`src/design/z80inc_pkg.sv`:
```
// constants shared by the z80 increment unit
package z80inc_pkg;

  // register file word layout
  localparam int RF_DEPTH = 8;
  localparam int RF_AW    = 3;
  localparam int RF_DW    = 16;

  localparam logic [RF_AW-1:0] ENT_BC = 3'd0;
  localparam logic [RF_AW-1:0] ENT_DE = 3'd1;
  localparam logic [RF_AW-1:0] ENT_HL = 3'd2;
  localparam logic [RF_AW-1:0] ENT_A  = 3'd3;
  localparam logic [RF_AW-1:0] ENT_SP = 3'd4;
  localparam logic [RF_AW-1:0] ENT_IX = 3'd5;
  localparam logic [RF_AW-1:0] ENT_IY = 3'd6;
  localparam logic [RF_AW-1:0] ENT_WZ = 3'd7;

  // instruction forms
  localparam logic [2:0] KIND_REG8  = 3'd0;
  localparam logic [2:0] KIND_HL    = 3'd1;
  localparam logic [2:0] KIND_IXD   = 3'd2;
  localparam logic [2:0] KIND_IYD   = 3'd3;
  localparam logic [2:0] KIND_PAIR  = 3'd4;
  localparam logic [2:0] KIND_IX    = 3'd5;
  localparam logic [2:0] KIND_IY    = 3'd6;
  localparam logic [2:0] KIND_NONE  = 3'd7;

  localparam logic [2:0] REG_UNUSED = 3'd6;
  localparam logic [1:0] PAIR_SP    = 2'd3;

  // t-state counts
  localparam logic [4:0] T_REG8  = 5'd4;
  localparam logic [4:0] T_HL    = 5'd11;
  localparam logic [4:0] T_INDEX = 5'd23;
  localparam logic [4:0] T_PAIR  = 5'd6;
  localparam logic [4:0] T_IDX16 = 5'd10;

endpackage

```
`src/design/z80inc_if.sv`:
```
// request and result channels of the z80 increment unit
interface z80inc_in_if;
  logic              valid;
  logic              ready;
  logic [2:0]        kind;
  logic [2:0]        reg_select;
  logic [1:0]        pair_select;
  logic signed [7:0] displacement;
  logic [7:0]        mem_data;

  modport source (output valid, kind, reg_select, pair_select, displacement, mem_data,
                  input ready);
  modport sink (input valid, kind, reg_select, pair_select, displacement, mem_data,
                output ready);
endinterface

interface z80inc_out_if;
  logic        valid;
  logic        ready;
  logic [15:0] mem_address;
  logic        mem_write;
  logic [7:0]  write_data;
  logic [7:0]  flag_byte;
  logic [4:0]  t_states;

  modport source (output valid, mem_address, mem_write, write_data, flag_byte, t_states,
                  input ready);
  modport sink (input valid, mem_address, mem_write, write_data, flag_byte, t_states,
                output ready);
endinterface

```
`src/design/z80inc_ram.sv`:
```
// generic single-port-write ram with registered read
module z80inc_ram #(
  parameter int WIDTH = 16,
  parameter int DEPTH = 8
) (
  input  logic                     clk,
  input  logic                     we,
  input  logic [$clog2(DEPTH)-1:0] waddr,
  input  logic [WIDTH-1:0]         wdata,
  input  logic                     re,
  input  logic [$clog2(DEPTH)-1:0] raddr,
  output logic [WIDTH-1:0]         rdata
);

  logic [WIDTH-1:0] mem_r [DEPTH];
  logic [WIDTH-1:0] rdata_r;

  always_ff @(posedge clk) begin
    if (we) begin
      mem_r[waddr] <= wdata;
    end
    if (re) begin
      rdata_r <= mem_r[raddr];
    end
  end

  assign rdata = rdata_r;

endmodule

```
`src/design/z80_increment_unit.sv`:
```
// z80 inc instruction unit: register file ram, execute stage and result register
//
//   channel  | port    | direction | moves
//   ---------+---------+-----------+--------------------------------------------
//   request  | in_chan | sink      | kind, reg_select, pair_select, disp, data
//   result   | out_chan| source    | address, write strobe, data, flags, t-states
//
// one request per cycle sustained while out_chan is ready; a request reads the ram at
// acceptance, then executes and writes back as it enters the result register
// the register file ram has one read and one write port; a write lands on the same
// edge as the next request's ram read, so the last write is forwarded
// reset is synchronous; ram entries read as zero until first written
// a stalled result holds the execute stage, which then drops in_chan.ready
module z80_increment_unit
  import z80inc_pkg::*;
(
  input logic        clk,
  input logic        rst_n,
  z80inc_in_if.sink  in_chan,
  z80inc_out_if.source out_chan
);

  // ram words: BC DE HL -A SP IX IY WZ; F lives in its own register
  logic [RF_AW-1:0] rd_addr;
  logic             rd_en;
  logic [RF_DW-1:0] ram_rdata;
  logic             wr_en;
  logic [RF_AW-1:0] wr_addr;
  logic [RF_DW-1:0] wr_data;

  // written-once bits stand in for the all-zero reset of the ram
  logic [RF_DEPTH-1:0] wvld_r;
  logic                rd_vld_r;

  // last write, forwarded to the execute stage
  logic             fwd_vld_r;
  logic [RF_AW-1:0] fwd_addr_r;
  logic [RF_DW-1:0] fwd_data_r;

  // execute stage
  logic              s1_valid_r;
  logic [2:0]        s1_kind_r;
  logic [2:0]        s1_rsel_r;
  logic [RF_AW-1:0]  s1_addr_r;
  logic [7:0]        s1_disp_r;
  logic [7:0]        s1_data_r;
  logic              s1_adv;
  logic              s1_fire;

  logic [7:0]        flag_r;

  // result register
  logic        out_valid_r;
  logic [15:0] out_addr_r;
  logic        out_wr_r;
  logic [7:0]  out_wdata_r;
  logic [7:0]  out_flag_r;
  logic [4:0]  out_ts_r;

  // execute results
  logic [RF_DW-1:0] word_ram;
  logic [RF_DW-1:0] word;
  logic [7:0]       inc_src;
  logic [7:0]       inc_res;
  logic [7:0]       flag_inc;
  logic             is8;
  logic             ram_wen;
  logic [RF_AW-1:0] ram_waddr;
  logic [RF_DW-1:0] ram_wdata;
  logic [15:0]      res_addr;
  logic             res_wr;
  logic [7:0]       res_wdata;
  logic [4:0]       res_ts;
  logic [15:0]      idx_addr;

  // handshakes
  assign s1_adv        = !out_valid_r || out_chan.ready;
  assign s1_fire       = s1_valid_r && s1_adv;
  assign in_chan.ready = !s1_valid_r || s1_adv;
  assign rd_en         = in_chan.valid && in_chan.ready;

  // word to read for each request
  always_comb begin
    unique case (in_chan.kind)
      KIND_REG8: rd_addr = {1'b0, in_chan.reg_select[2:1]};
      KIND_HL:   rd_addr = ENT_HL;
      KIND_IXD:  rd_addr = ENT_IX;
      KIND_IYD:  rd_addr = ENT_IY;
      KIND_PAIR: rd_addr = (in_chan.pair_select == PAIR_SP) ? ENT_SP
                                                            : {1'b0, in_chan.pair_select};
      KIND_IX:   rd_addr = ENT_IX;
      KIND_IY:   rd_addr = ENT_IY;
      default:   rd_addr = ENT_BC;
    endcase
  end

  z80inc_ram #(
    .WIDTH (RF_DW),
    .DEPTH (RF_DEPTH)
  ) u_rf (
    .clk   (clk),
    .we    (wr_en),
    .waddr (wr_addr),
    .wdata (wr_data),
    .re    (rd_en),
    .raddr (rd_addr),
    .rdata (ram_rdata)
  );

  // current value of the word: unwritten reads zero, latest write wins
  assign word_ram = rd_vld_r ? ram_rdata : '0;
  assign word     = (fwd_vld_r && (fwd_addr_r == s1_addr_r)) ? fwd_data_r : word_ram;
  assign idx_addr = word + {{8{s1_disp_r[7]}}, s1_disp_r};

  // the 8-bit source: register byte or memory byte
  assign inc_src = (s1_kind_r == KIND_REG8) ? (s1_rsel_r[0] ? word[7:0] : word[15:8])
                                            : s1_data_r;
  assign inc_res = inc_src + 8'd1;

  // S Z Y H X PV N C, carry kept
  assign flag_inc = {inc_res[7], (inc_res == 8'd0), inc_res[5], (inc_src[3:0] == 4'hF),
                     inc_res[3], (inc_src == 8'h7F), 1'b0, flag_r[0]};

  always_comb begin
    is8       = 1'b0;
    ram_wen   = 1'b0;
    ram_waddr = s1_addr_r;
    ram_wdata = word + 16'd1;
    res_addr  = '0;
    res_wr    = 1'b0;
    res_wdata = '0;
    res_ts    = T_REG8;
    unique case (s1_kind_r)
      KIND_REG8: begin
        is8       = (s1_rsel_r != REG_UNUSED);
        ram_wen   = (s1_rsel_r != REG_UNUSED);
        ram_wdata = s1_rsel_r[0] ? {word[15:8], inc_res} : {inc_res, word[7:0]};
      end
      KIND_HL: begin
        is8       = 1'b1;
        res_addr  = word;
        res_wr    = 1'b1;
        res_wdata = inc_res;
        res_ts    = T_HL;
      end
      KIND_IXD, KIND_IYD: begin
        // effective address also loads WZ
        is8       = 1'b1;
        ram_wen   = 1'b1;
        ram_waddr = ENT_WZ;
        ram_wdata = idx_addr;
        res_addr  = idx_addr;
        res_wr    = 1'b1;
        res_wdata = inc_res;
        res_ts    = T_INDEX;
      end
      KIND_PAIR: begin
        ram_wen = 1'b1;
        res_ts  = T_PAIR;
      end
      KIND_IX, KIND_IY: begin
        ram_wen = 1'b1;
        res_ts  = T_IDX16;
      end
      default: begin
        res_ts = T_REG8;
      end
    endcase
  end

  assign wr_en   = s1_fire && ram_wen;
  assign wr_addr = ram_waddr;
  assign wr_data = ram_wdata;

  // control state
  always_ff @(posedge clk) begin
    if (!rst_n) begin
      s1_valid_r  <= 1'b0;
      out_valid_r <= 1'b0;
      wvld_r      <= '0;
      rd_vld_r    <= 1'b0;
      fwd_vld_r   <= 1'b0;
      flag_r      <= '0;
    end else begin
      if (in_chan.ready) begin
        s1_valid_r <= in_chan.valid;
      end
      if (s1_fire) begin
        out_valid_r <= 1'b1;
      end else if (out_chan.ready) begin
        out_valid_r <= 1'b0;
      end
      if (rd_en) begin
        rd_vld_r <= wvld_r[rd_addr];
      end
      if (wr_en) begin
        wvld_r[wr_addr] <= 1'b1;
        fwd_vld_r       <= 1'b1;
      end
      if (s1_fire && is8) begin
        flag_r <= flag_inc;
      end
    end
  end

  // payload registers
  always_ff @(posedge clk) begin
    if (rd_en) begin
      s1_kind_r <= in_chan.kind;
      s1_rsel_r <= in_chan.reg_select;
      s1_addr_r <= rd_addr;
      s1_disp_r <= in_chan.displacement;
      s1_data_r <= in_chan.mem_data;
    end
    if (wr_en) begin
      fwd_addr_r <= wr_addr;
      fwd_data_r <= wr_data;
    end
    if (s1_fire) begin
      out_addr_r  <= res_addr;
      out_wr_r    <= res_wr;
      out_wdata_r <= res_wdata;
      out_flag_r  <= is8 ? flag_inc : flag_r;
      out_ts_r    <= res_ts;
    end
  end

  assign out_chan.valid       = out_valid_r;
  assign out_chan.mem_address = out_addr_r;
  assign out_chan.mem_write   = out_wr_r;
  assign out_chan.write_data  = out_wdata_r;
  assign out_chan.flag_byte   = out_flag_r;
  assign out_chan.t_states    = out_ts_r;

endmodule

```
`src/flat_wrapper.sv`:
```
// flat-port wrapper written by rule: the top's interface ports become plain ports
module z80_increment_unit_flat import z80inc_pkg::*;
  (clk, rst_n, in_chan_valid, in_chan_kind, in_chan_reg_select, in_chan_pair_select, in_chan_displacement, in_chan_mem_data, in_chan_ready, out_chan_valid, out_chan_mem_address, out_chan_mem_write, out_chan_write_data, out_chan_flag_byte, out_chan_t_states, out_chan_ready);
  z80inc_in_if in_chan_i ();
  z80inc_out_if out_chan_i ();
  input logic clk;
  input logic rst_n;
  input wire logic [$bits(in_chan_i.valid)-1:0] in_chan_valid;
  input wire logic [$bits(in_chan_i.kind)-1:0] in_chan_kind;
  input wire logic [$bits(in_chan_i.reg_select)-1:0] in_chan_reg_select;
  input wire logic [$bits(in_chan_i.pair_select)-1:0] in_chan_pair_select;
  input wire logic [$bits(in_chan_i.displacement)-1:0] in_chan_displacement;
  input wire logic [$bits(in_chan_i.mem_data)-1:0] in_chan_mem_data;
  output wire logic [$bits(in_chan_i.ready)-1:0] in_chan_ready;
  output wire logic [$bits(out_chan_i.valid)-1:0] out_chan_valid;
  output wire logic [$bits(out_chan_i.mem_address)-1:0] out_chan_mem_address;
  output wire logic [$bits(out_chan_i.mem_write)-1:0] out_chan_mem_write;
  output wire logic [$bits(out_chan_i.write_data)-1:0] out_chan_write_data;
  output wire logic [$bits(out_chan_i.flag_byte)-1:0] out_chan_flag_byte;
  output wire logic [$bits(out_chan_i.t_states)-1:0] out_chan_t_states;
  input wire logic [$bits(out_chan_i.ready)-1:0] out_chan_ready;
  assign in_chan_i.valid = in_chan_valid;
  assign in_chan_i.kind = in_chan_kind;
  assign in_chan_i.reg_select = in_chan_reg_select;
  assign in_chan_i.pair_select = in_chan_pair_select;
  assign in_chan_i.displacement = in_chan_displacement;
  assign in_chan_i.mem_data = in_chan_mem_data;
  assign in_chan_ready = in_chan_i.ready;
  assign out_chan_valid = out_chan_i.valid;
  assign out_chan_mem_address = out_chan_i.mem_address;
  assign out_chan_mem_write = out_chan_i.mem_write;
  assign out_chan_write_data = out_chan_i.write_data;
  assign out_chan_flag_byte = out_chan_i.flag_byte;
  assign out_chan_t_states = out_chan_i.t_states;
  assign out_chan_i.ready = out_chan_ready;
  z80_increment_unit u_core (.clk(clk), .rst_n(rst_n), .in_chan(in_chan_i), .out_chan(out_chan_i));
endmodule
```
`config.mk`:
```
export PLATFORM = sky130hd
export DESIGN_NAME = z80_increment_unit_flat
export DESIGN_NICKNAME = d
export VERILOG_FILES = /design/src/design/z80inc_pkg.sv /design/src/design/z80inc_if.sv /design/src/design/z80inc_ram.sv /design/src/design/z80_increment_unit.sv /design/src/flat_wrapper.sv
export SDC_FILE = /design/constraint.sdc
export NUM_CORES = 1
export LEC_CHECK = 0
export BUFFER_PORTS_ARGS = -buffer_cell sky130_fd_sc_hd__clkbuf_2
export CORE_ASPECT_RATIO = 0.75
export CORE_MARGIN = 2
export CORE_UTILIZATION = 39
export DETAILED_ROUTE_END_ITERATION = 7
export GPL_TIMING_DRIVEN = 0
export PLACE_DENSITY_LB_ADDON = 0.25
export SYNTH_ARGS = -nofsm -noshare
export SYNTH_HDL_FRONTEND = slang
export SYNTH_HIERARCHICAL = 1
export SYNTH_SLANG_ARGS = --single-unit
```
`constraint.sdc`:
```
create_clock -name clk -period 10.1 [get_ports clk]
set_input_delay 0 -clock clk [delete_from_list [all_inputs] [get_ports clk]]
set_output_delay 0 -clock clk [all_outputs]
set_load 0.01 [all_outputs]
```
Word-level counts from Yosys, hierarchy flattened
Memory sizes are Yosys's and may differ from the RTL's. A register that Yosys moved wholly into a read port is not among the register bits. Cells that the tools add are included.

Register bits: 99. RAM bits: 128. Input port bits: 28. Memories kept: 1.

Add/subtract/negate cells: 3. Magnitude comparators: 3. Eq/ne operators: 17. Muxes and demuxes: 23. Bitwise logic cells: 1. Reduce and logical (&&, ||, !) cells: 20.

Memory list: u_core.u_rf.mem_r (words 8, width 16, rd ports 1, clocked after memory_dff 1, wr ports 1, RTL line z80inc_ram.sv:15) `logic [WIDTH-1:0] mem_r [DEPTH];`.

Operator list (count): 16-bit one-hot mux with 2 select lines (2); 16-bit 2-to-1 mux (3); 8-bit 2-to-1 mux (3); 5-bit one-hot mux with 4 select lines (1); 3-bit equality test (second input constant) (6); 16-bit by 1-bit adder with 16-bit output (second input constant) (1); 16-bit adder (1); 3-bit one-hot mux with 5 select lines (1); 3-bit by 2-bit equality test with 1-bit output (second input constant) (4); 8-bit by 1-bit adder with 8-bit output (second input constant) (1); 8-bit by 7-bit equality test with 1-bit output (second input constant) (1); 8-bit zero test (1); 3-bit by 4-bit < comparator with 1-bit output (second input constant) (2); 8-bit bitwise OR (1); 2-bit OR reduction (4); 1-bit 2-to-1 mux (7); 3-bit by 1-bit equality test with 1-bit output (second input constant) (2); 1-bit logical AND (6); 3-bit zero test (2); 3-bit 2-to-1 mux (2); 5-bit OR reduction (1); 4-bit equality test (second input constant) (1); 1-bit one-hot mux with 2 select lines (2); 1-bit binary-select mux with 3-bit select (1); 9 further kinds (11).

Logic depth before layout (Yosys ltp)
Gate-level depths: netlist of the first run.

Depth in word-level cells: 8. Depth in mapped cells: 17. Depth with buffers taken out: 14.

Modules after synthesis
Netlist of the first run, hierarchy kept.

Modules (own cells, without submodules): z80_increment_unit (times used 1, cells each 588, area an instance 5903.2 µm², seq. area each 2762.6 µm²); z80inc_ram (times used 1, cells each 214, area an instance 5454.0 µm², seq. area each 4324.1 µm²).

Worst setup path after synthesis of the first run
No wires, ideal clock.

Path type: register to register. Start: register u_core.out_valid_r (netlist: u_core/out_chan.valid). End: memory u_core.u_rf.mem_r[4][0] (enable). Arrival: 4.685 ns. Required time: 9.691 ns. Slack: 5.006 ns. Stages on the path, launching flop included: 7. Path buffers: 1. Period minus slack after synthesis: 5.094 ns. Path through: dfxtp_1 nor2b_1 nor2b_1 and3_1 clkbuf_1 nand2_1 nor3_1.

Word-level cells in the longest chain between the ends: 6.

Ends and longest elaborated chain: start, declared (RTL line z80_increment_unit.sv:53) `logic out_valid_r;`; start signal, assigned (RTL line z80_increment_unit.sv:179) `out_valid_r <= 1'b0;`; start signal, assigned (RTL line z80_increment_unit.sv:189) `out_valid_r <= 1'b1;`; start signal, assigned (RTL line z80_increment_unit.sv:191) `out_valid_r <= 1'b0;`; 1-bit zero test (RTL line z80_increment_unit.sv:77) `assign s1_adv = !out_valid_r || out_chan.ready;`; 1-bit logical OR (RTL line z80_increment_unit.sv:77); 1-bit logical AND (RTL line z80_increment_unit.sv:78) `assign s1_fire = s1_valid_r && s1_adv;`; net u_core.s1_fire (RTL line z80_increment_unit.sv:48) `logic s1_fire;`; 1-bit logical AND (RTL line z80_increment_unit.sv:171) `assign wr_en = s1_fire && ram_wen;`; net u_core.wr_en (RTL line z80_increment_unit.sv:27) `logic wr_en;`; 1-bit 2-to-1 mux (RTL line z80inc_ram.sv:19) `if (we) begin`; 1-bit 2-to-1 mux (not written as such) (RTL line z80inc_ram.sv:20) `mem_r[waddr] <= wdata;`; end, declared (RTL line z80inc_ram.sv:15).

The timed path passes the listed nets, and every way through them passes these cells.

Final worst setup path of the first run
Start: register u_core.rd_vld_r. End: memory u_core.u_rf.mem_r[2][6] (data pin).

Word-level cells in the longest chain between the ends: 7. Elaborated cells on any way between the ends: 9.

Ends and longest elaborated chain: start, declared (RTL line z80_increment_unit.sv:33) `logic rd_vld_r;`; start signal, assigned (RTL line z80_increment_unit.sv:194) `rd_vld_r <= wvld_r[rd_addr];`; 16-bit 2-to-1 mux * (RTL line z80_increment_unit.sv:111) `assign word_ram = rd_vld_r ? ram_rdata : '0;`; 16-bit 2-to-1 mux * (RTL line z80_increment_unit.sv:112) `assign word = (fwd_vld_r && (fwd_addr_r == s1_addr_r)) ? fwd_data_r : word_ram;`; 8-bit 2-to-1 mux (2 in a row) (RTL line z80_increment_unit.sv:116) `assign inc_src = (s1_kind_r == KIND_REG8) ? (s1_rsel_r[0] ? word[7:0] : word[15:8])`; 8-bit by 1-bit adder with 8-bit output (RTL line z80_increment_unit.sv:118) `assign inc_res = inc_src + 8'd1;`; 16-bit 2-to-1 mux (RTL line z80_increment_unit.sv:137) `ram_wdata = s1_rsel_r[0] ? {word[15:8], inc_res} : {inc_res, word[7:0]};`; 16-bit one-hot mux with 2 select lines * (RTL line z80_increment_unit.sv:133) `unique case (s1_kind_r)`; net u_core.ram_wdata[6] (RTL line z80_increment_unit.sv:69) `logic [RF_DW-1:0] ram_wdata;`.

The timed path passes the listed nets; every way through them passes the cells marked *.

==> summary.txt, run 1 <==
Outcome
  • Outcome: complete, no violations

Pwr
  • P per Cell Area: 172 mW/mm²
  • Pleak: 4.93 nW
  • Worst vdd ir: 130 µV

Drt
  • Detailed-router iteration count before antenna repair: 5
  • ANT nets after route: 0
  • DR vias: 7171
  • Wire per inst: 20.7 µm
  • DR DRC count: 0
  • Initial DRC Count: 783
  • Vias per cell: 5.35
  • WL final: 27800 µm

Yosys
  • Synth cell types: 76
  • Ys Warns: 6
  • Main synth FF type: edfxtp_1
  • Synth area leaders: edfxtp_1 (59%), mux4_1 (6.5%), dfxtp_1 (3.2%)
  • Mapped Area: 0.0114 mm²
  • EDFF count, synth: 224
  • Yosys reg bits: 242
  • Share of the synthesized area in the top cell type: 59.2%
  • Synth cell count leaders: edfxtp_1 (224), nand2_1 (74), nor2_1 (54)
  • Leading cell type by number of instances after synthesis: edfxtp_1
  • Async S/R FF share, synth: 0%
  • Cell accounting for the most synthesized area: edfxtp_1
  • Seq/Total Area, Yosys: 62.4%
  • Syn Inst Count: 802
  • Mapped Avg Cell Area: 14.2 µm²

Clock network
  • CTS tree: done
  • CTS root buf: clkbuf_16
  • Inserted Clock Buffers: 24
  • CTS Sinks: 242
  • CTS H-Tree Depth: 1
  • CTS clk-pin slew, worst paths: 0.06 ns
  • CTS Buffer Depth: 3
  • # hold bufs at CTS: 26
  • Resized cells post-CTS: 0
  • Post-CTS Setup Bufs: 0
  • Worst skew pair latency: 0.51 ns

Critical path
  • Critical Path Sink Type: flop
  • CP max stage delay: 0.76 ns
  • Slowest CP cell: o221ai_1
  • Most used cell, CP: clkbuf_1
  • Crit path required time: 10.27 ns
  • CP startpoint kind: flop
  • Worst path cell trace: clkbuf_1 -> clkbuf_1 -> nand2_1 -> and3_1 -> o31ai_1 -> a21boi_1 -> ha_1 -> inv_1 -> a2111oi_4 -> nor3b_4 -> xnor2_1 -> a21oi_1 -> o221ai_1
  • CP arrival: 5.57 ns
  • Worst-path maximum fanout: 10
  • Setup CP Type: reg -> reg

Timing
  • Fmax: 185 MHz
  • Setup Viol. Count Final: 0
  • Tightest Pin Transition: 1.25 ns
  • Final Critical Period: 5.39 ns
  • Fin crit share: 53.4%
  • Max Slew Vio Count: 0
  • Worst Skew: 0.00748 ns
  • Endpoints failing hold: 0
  • Setup TNS: 0 ns
  • Max_slew headroom: 16.1%
  • RSZ-0062 raised after global routing: no

Die
  • CORE AREA: 0.0289 mm²
  • Area of the die: 0.0305 mm²
  • I/O pin count: 68
  • Row count: 54
  • Die height: 152 µm
  • Starting density of the core: 39.4%
  • Die Wd: 201 µm

Place
  • Number of I/O port buffers: 65
  • DP Wirelength: 20400 µm
  • RePlAce Congestion: 0.911
  • Area after DPL: 0.0124 mm²

Global route
  • Vias in the first global route: 6541
  • Global route overflow: 0
  • Antenna violations before repair: 0
  • Largest net degree at the start of global routing: 35
  • GRT Overall Usage: 17.9%
  • First-pass GRT wire length: 40700 µm

Finish
  • Area grow syn2layout: 18.3%
  • Diode count: 0
  • Final Net Count: 980
  • Layout cell share with drive strength beyond 1: 19.1%
  • Final instance area: 0.0134 mm²
  • Utilization after layout: 46.6%

Job
  • Max-cap viol count: 0

Min path
  • Worst hold path type: in -> reg
[worst paths after layout]
kind	start	to	slack, ns	depth (start not counted)
setup / recovery	u_core/rd_vld_r$_SDFFE_PN0P_	u_core/u_rf/mem_r[2][6]$_DFFE_PP_	4.71	13
hold / removal	in_chan_pair_select[0]	u_core/s1_addr_r[1]$_DFFE_PP_	0.19	3
setup reg to reg	u_core/rd_vld_r$_SDFFE_PN0P_	u_core/u_rf/mem_r[2][6]$_DFFE_PP_	4.71	13
hold reg to reg	u_core/flag_r[5]$_SDFFE_PN0P_	u_core/flag_r[5]$_SDFFE_PN0P_	0.46	2
[cell type report]
cell class | instances | area, µm²
Buffer | 34 | 184
Sequential cell | 242 | 7090
Timing Repair Buffer | 103 | 786
Fill cell | 2578 | 15400
Tap cell | 392 | 490
Clock buffer | 35 | 704
Inverter | 37 | 139
Clock inverter | 7 | 53.8
Multi-Input combinational cell | 490 | 4000
[power by group]
part           switching, W  internal [W]
sequential        0.0000165       0.00115
clock              0.000357      0.000506
combinational      0.000174      0.000105
[registers in the layout, summed over array words and instances (netlist names), 5 cells and up]
signal / cells
u_core/out_chan.flag_byte: 6
u_core/out_chan.write_data: 8
u_core/u_rf/mem_r: 128
u_core/fwd_data_r: 16
u_core/u_rf/rdata: 16
u_core/flag_r: 6
u_core/out_chan.t_states: 5
u_core/wvld_r: 8
u_core/s1_disp_r: 8
u_core/out_chan.mem_address: 16
u_core/s1_data_r: 8
[stage by stage]
| stage | instances | worst slack [ns] | total power, W | hold slack [ns] |
|---|---|---|---|---|
| after floorplan | 803 | 5.01 | 0.00136 | 0.0989 |
| after global placement | 1260 | 2.41 | 0.00145 | 0.178 |
| after detailed placement | 1272 | 4.91 | 0.00146 | 0.181 |
| after CTS | 1340 | 4.88 | 0.00233 | 0.172 |
| after global routing | 1340 | 4.47 | 0.00240 | 0.196 |
| final | 1340 | 4.71 | 0.00231 | 0.190 |
[layout by cell type, fill, tap and decap left out, types with 8 or more instances in the layout]
cell type        n
edfxtp_1       224
nand2_1         74
clkbuf_2        67
nor2_1          48
inv_1           32
a21oi_1         30
o21ai_0         28
mux4_1          28
clkbuf_16       26
dlygate4sd3_1   26
xnor2_1         24
clkbuf_1        22
nand3_1         20
and2_1          20
mux2_2          20
ha_1            19
dfxtp_1         18
mux2i_1         16
nor3_1          14
nand2b_1         9
buf_6            9
xor2_1           8
a21o_1           8
[logic make-up (layout without fill, tap and decap cells)]
group | after synthesis | in the layout | synth area share (%)
compound gates | 127 | 127 | 7.70
xor+xnor | 34 | 34 | 2.75
fa+ha+maj | 20 | 20 | 2.27
buf+inv | 71 | 216 | 2.83
flops | 242 | 242 | 62.4
mux | 75 | 75 | 11.8
other cells | 1 | 2 | 0.0330
simple gates | 232 | 232 | 10.2
[critical path, delay by kind of cell (launching register included)]
family | cells | cell delay (ns)
adder cells (fa/ha/maj) | 1 | 0.38
AO/OA/AOI/OAI | 5 | 2.15
AND/OR/NAND/NOR | 3 | 0.86
flip-flops | 1 | 0.40
XOR/XNOR | 1 | 0.23
buffers and inverters | 3 | 1.01
[routing by layer]
metal	vias to the layer above	share of wire (%)	GRT usage (%)
met5	-	0	0
met4	0	1.5	3.41
met3	31	8.3	3.64
met2	282	41	24.7
met1	3533	49	28.8
li1	3325	-	-
Power figures use the tool's default switching activity.
==> inputs of run 2 (changes only) <==
- clock period: 10.1 -> 5 ns (I/O delays scaled with it)
==> run 2 against run 1 <==
Global-route usage grew 0.63 points. Fmax grew 15%. Core utilization grew 0.36 points. Critical path depth grew 1. Cell area grew 0.78%. Final cell count is essentially flat. Routed wire length grew 1.6%. Clock power grew 110%. Hold slack lost 0.021 ns. Power grew 110%. Largest cell class unchanged. Largest power group unchanged. Highest routed layer unchanged.
==> summary.txt, run 2 (synthesized netlist as in run 1, its figures left out) <==
Outcome
  • Outcome: complete, no violations

Global route
  • GR Layer Usage met3: 3.44% (-0.19 points)
  • First-pass GRT wire length: 42500 µm (+4.5%)
  • Met2 usage: 25.9% (+1.2 points)
  • Largest net degree at the start of global routing: 35 (unchanged)
  • GR peak layer: met1
  • Vias in the first global route: 6886 (+5.3%)
  • Global route overflow: 0 (unchanged)
  • Antenna violations before repair: 0 (unchanged)
  • GR Layer Usage met1: 29.9% (+1.1 points)
  • GRT Overall Usage: 18.5% (+0.63 points)

Critical path
  • Crit path required time: 5.18 ns (-5.09 ns)
  • Worst-path maximum fanout: 10 (unchanged)
  • Setup CP Type: reg -> reg
  • CP startpoint kind: flop
  • Critical Path Sink Type: flop
  • CP arrival: 4.88 ns (-0.69 ns)
  • CP max stage delay: 0.49 ns (-0.27 ns)
  • Slowest CP cell: edfxtp_1
  • R2R cell count: 14 (+1)
  • Worst path cell trace: xnor2_2 -> nand4_4 -> mux2i_4 -> inv_1 -> ha_1 -> fa_1 -> a21o_1 -> a21oi_1 -> o211ai_1 -> a41oi_1 -> o21bai_1 -> a21oi_1 -> mux2i_1 -> nand2_1
  • Most used cell, CP: a21oi_1

Drt
  • Initial DRC Count: 813 (+3.8%)
  • Vias per cell: 5.37 (+0.37%)
  • DR DRC count: 0 (unchanged)
  • DR vias: 7203 (+0.45%)
  • WL final: 28200 µm (+1.6%)
  • ANT nets after route: 0 (unchanged)
  • Wire per inst: 21.1 µm (+1.6%)
  • Detailed-router iteration count before antenna repair: 6 (+1)

Clock network
  • CTS tree: done
  • Post-CTS Setup Bufs: 0 (unchanged)
  • CTS Sinks: 242 (unchanged)
  • CTS Buffer Depth: 3 (unchanged)
  • CTS clk-pin slew, worst paths: 0.06 ns (about the same)
  • CTS root buf: clkbuf_16
  • Inserted Clock Buffers: 24 (unchanged)
  • Worst skew pair latency: 0.53 ns (+0.02 ns)
  • CTS H-Tree Depth: 1 (unchanged)

Pwr
  • P_int: 0.00360 W (+100%)
  • Clock power share: 38.0% (+0.7 points)
  • Reg power frac: 49.8% (-0.8 points)
  • Switching Share: 24.1% (+0.39 points)
  • Combinational share of power: 12.2% (about the same)
  • P_sw: 0.00114 W (+110%)
  • Worst vdd ir: 234 µV (+80%)
  • Pleak: 4.97 nW (+0.67%)
  • P per Cell Area: 350 mW/mm² (+100%)

Finish
  • Commonest non-fill, non-tap cell in the layout: edfxtp_1
  • Diode count: 0 (unchanged)
  • FF+latch area: 0.00709 mm² (unchanged)
  • Utilization after layout: 47.0% (+0.36 points)
  • Final Net Count: 979 (-0.10%)
  • Area of the multi-input gates: 0.00406 mm² (+1.5%)
  • Fill cells: 2550 (-1.1%)
  • Commonest non-fill, non-tap cells in the layout: edfxtp_1 (224), nand2_1 (74), clkbuf_2 (70), nor2_1 (48), inv_1 (32)
  • Largest Register: u_core/u_rf/mem_r
  • Layout cell share with drive strength beyond 1: 20.4% (+1.3 points)
  • Area grow syn2layout: 19.3%
  • Max reg flops: 128 (unchanged)

Min path
  • Worst hold path type: in -> reg
  • WHS Path Cells: 3 (unchanged)

Die
  • Starting density of the core: 39.4% (unchanged)
  • CORE AREA: 0.0289 mm² (unchanged)
  • Die Wd: 201 µm (unchanged)
  • Die height: 152 µm (unchanged)
  • I/O pin count: 68 (unchanged)
  • Row count: 54 (unchanged)
  • Area of the die: 0.0305 mm² (unchanged)

Place
  • Number of I/O port buffers: 65 (unchanged)
  • DP Wirelength: 20500 µm (+0.42%)
  • RePlAce Congestion: 0.898 (-1.4%)

Timing
  • Fin crit share: 94.0% (+41 points)
  • Endpoints failing hold: 0 (unchanged)
  • Tightest Pin Transition: 1.04 ns (-0.204 ns)
  • Worst Skew: 0.0223 ns (+0.0148 ns)
  • Setup Viol. Count Final: 0 (unchanged)
  • Hold WS: 0.169 ns (-0.0210 ns)
  • Final Critical Period: 4.70 ns (-0.693 ns)
  • RSZ-0062 raised after global routing: no
  • Fmax: 213 MHz (+15%)
  • Max_slew headroom: 29.8% (+14 points)
  • Max Slew Vio Count: 0 (unchanged)

Job
  • Max-cap viol count: 0 (unchanged)
-- run 2: cell types whose count changed in the layout (fill, tap and decap cells not counted), moves of 2 or more --
| cell | delta |
|---|---|
| clkbuf_1 | -6 |
| clkbuf_2 | +3 |
| clkinv_2 | +3 |
| buf_6 | -2 |
| bufinv_16 | +2 |
| clkbuf_16 | -2 |
| clkinv_8 | +2 |
| mux2i_1 | -2 |
-- run 2: repair_timing --
action / in CTS / in global routing
pin swaps: 0 / 0
hold buffers: 26 / 0
gates resized for setup: 3 / 12
setup endpoints to repair: 18 / 56
endpoints found under the hold margin: 32 / 0
-- run 2: layer usage --
| metal | part of all wire [%] | wire length [µm] |
|---|---|---|
| met2 | 41 | 11600 |
| met1 | 50 | 14200 |
| met3 | 7.2 | 2020 |
| met5 | 0 | 0 |
| met4 | 1.4 | 392 |
-- run 2: layout make-up --
cell class	count	area share (%)
well taps	392	3.62
inverters	37	1.03
plain buffers	34	1.39
clock buffers	29	4.65
multi-input cells	490	29.9
repair buffers	102	5.84
clock inverters	15	1.22
flip-flops and latches	242	52.3
-- run 2: path summary, 6_finish.rpt --
| path | startpoint | to | slack, ns |
|---|---|---|---|
| worst max-delay path | u_core/s1_addr_r[2]$_DFFE_PP_ | u_core/u_rf/mem_r[7][12]$_DFFE_PP_ | 0.30 |
| worst min-delay path | in_chan_pair_select[0] | u_core/s1_addr_r[1]$_DFFE_PP_ | 0.17 |
| worst max register to register | u_core/s1_addr_r[2]$_DFFE_PP_ | u_core/u_rf/mem_r[7][12]$_DFFE_PP_ | 0.30 |
| worst min register to register | u_core/flag_r[5]$_SDFFE_PN0P_ | u_core/flag_r[5]$_SDFFE_PN0P_ | 0.46 |
-- run 2: stage by stage --
stage / setup WS (ns) / TNS (ns) / area (µm²) / total power [W] / instances
floorplan: 0.654 / 0 / 11400 / 0.00275 / 803
global placement: -1.52 / -106.24 / 12200 / 0.00293 / 1260
detailed placement: -0.172 / -3.02 / 12400 / 0.00296 / 1271
CTS: 0.0878 / 0 / 13500 / 0.00478 / 1341
global route: 0.0232 / 0 / 13500 / 0.00493 / 1341
finish: 0.298 / 0 / 13500 / 0.00475 / 1341
-- run 2: power by group through the flow --
stage | Combinational [W] | Clock, W | Sequential (W)
floorplan | 0.000349 | 0 | 0.00240
global placement | 0.000525 | 0 | 0.00241
detailed placement | 0.000549 | 0 | 0.00241
CTS | 0.000570 | 0.00185 | 0.00236
global route | 0.000628 | 0.00193 | 0.00237
finish | 0.000578 | 0.00181 | 0.00236
-- run 2: worst max-delay path: cells and delay by family, from the launching register on --
family,cells,cell delay (ns)
AO/OA/AOI/OAI,6,1.45
XOR/XNOR,1,0.30
adder cells (fa/ha/maj),2,0.64
buffers and inverters,1,0.11
flip-flops,1,0.49
multiplexers,2,0.75
AND/OR/NAND/NOR,2,0.61
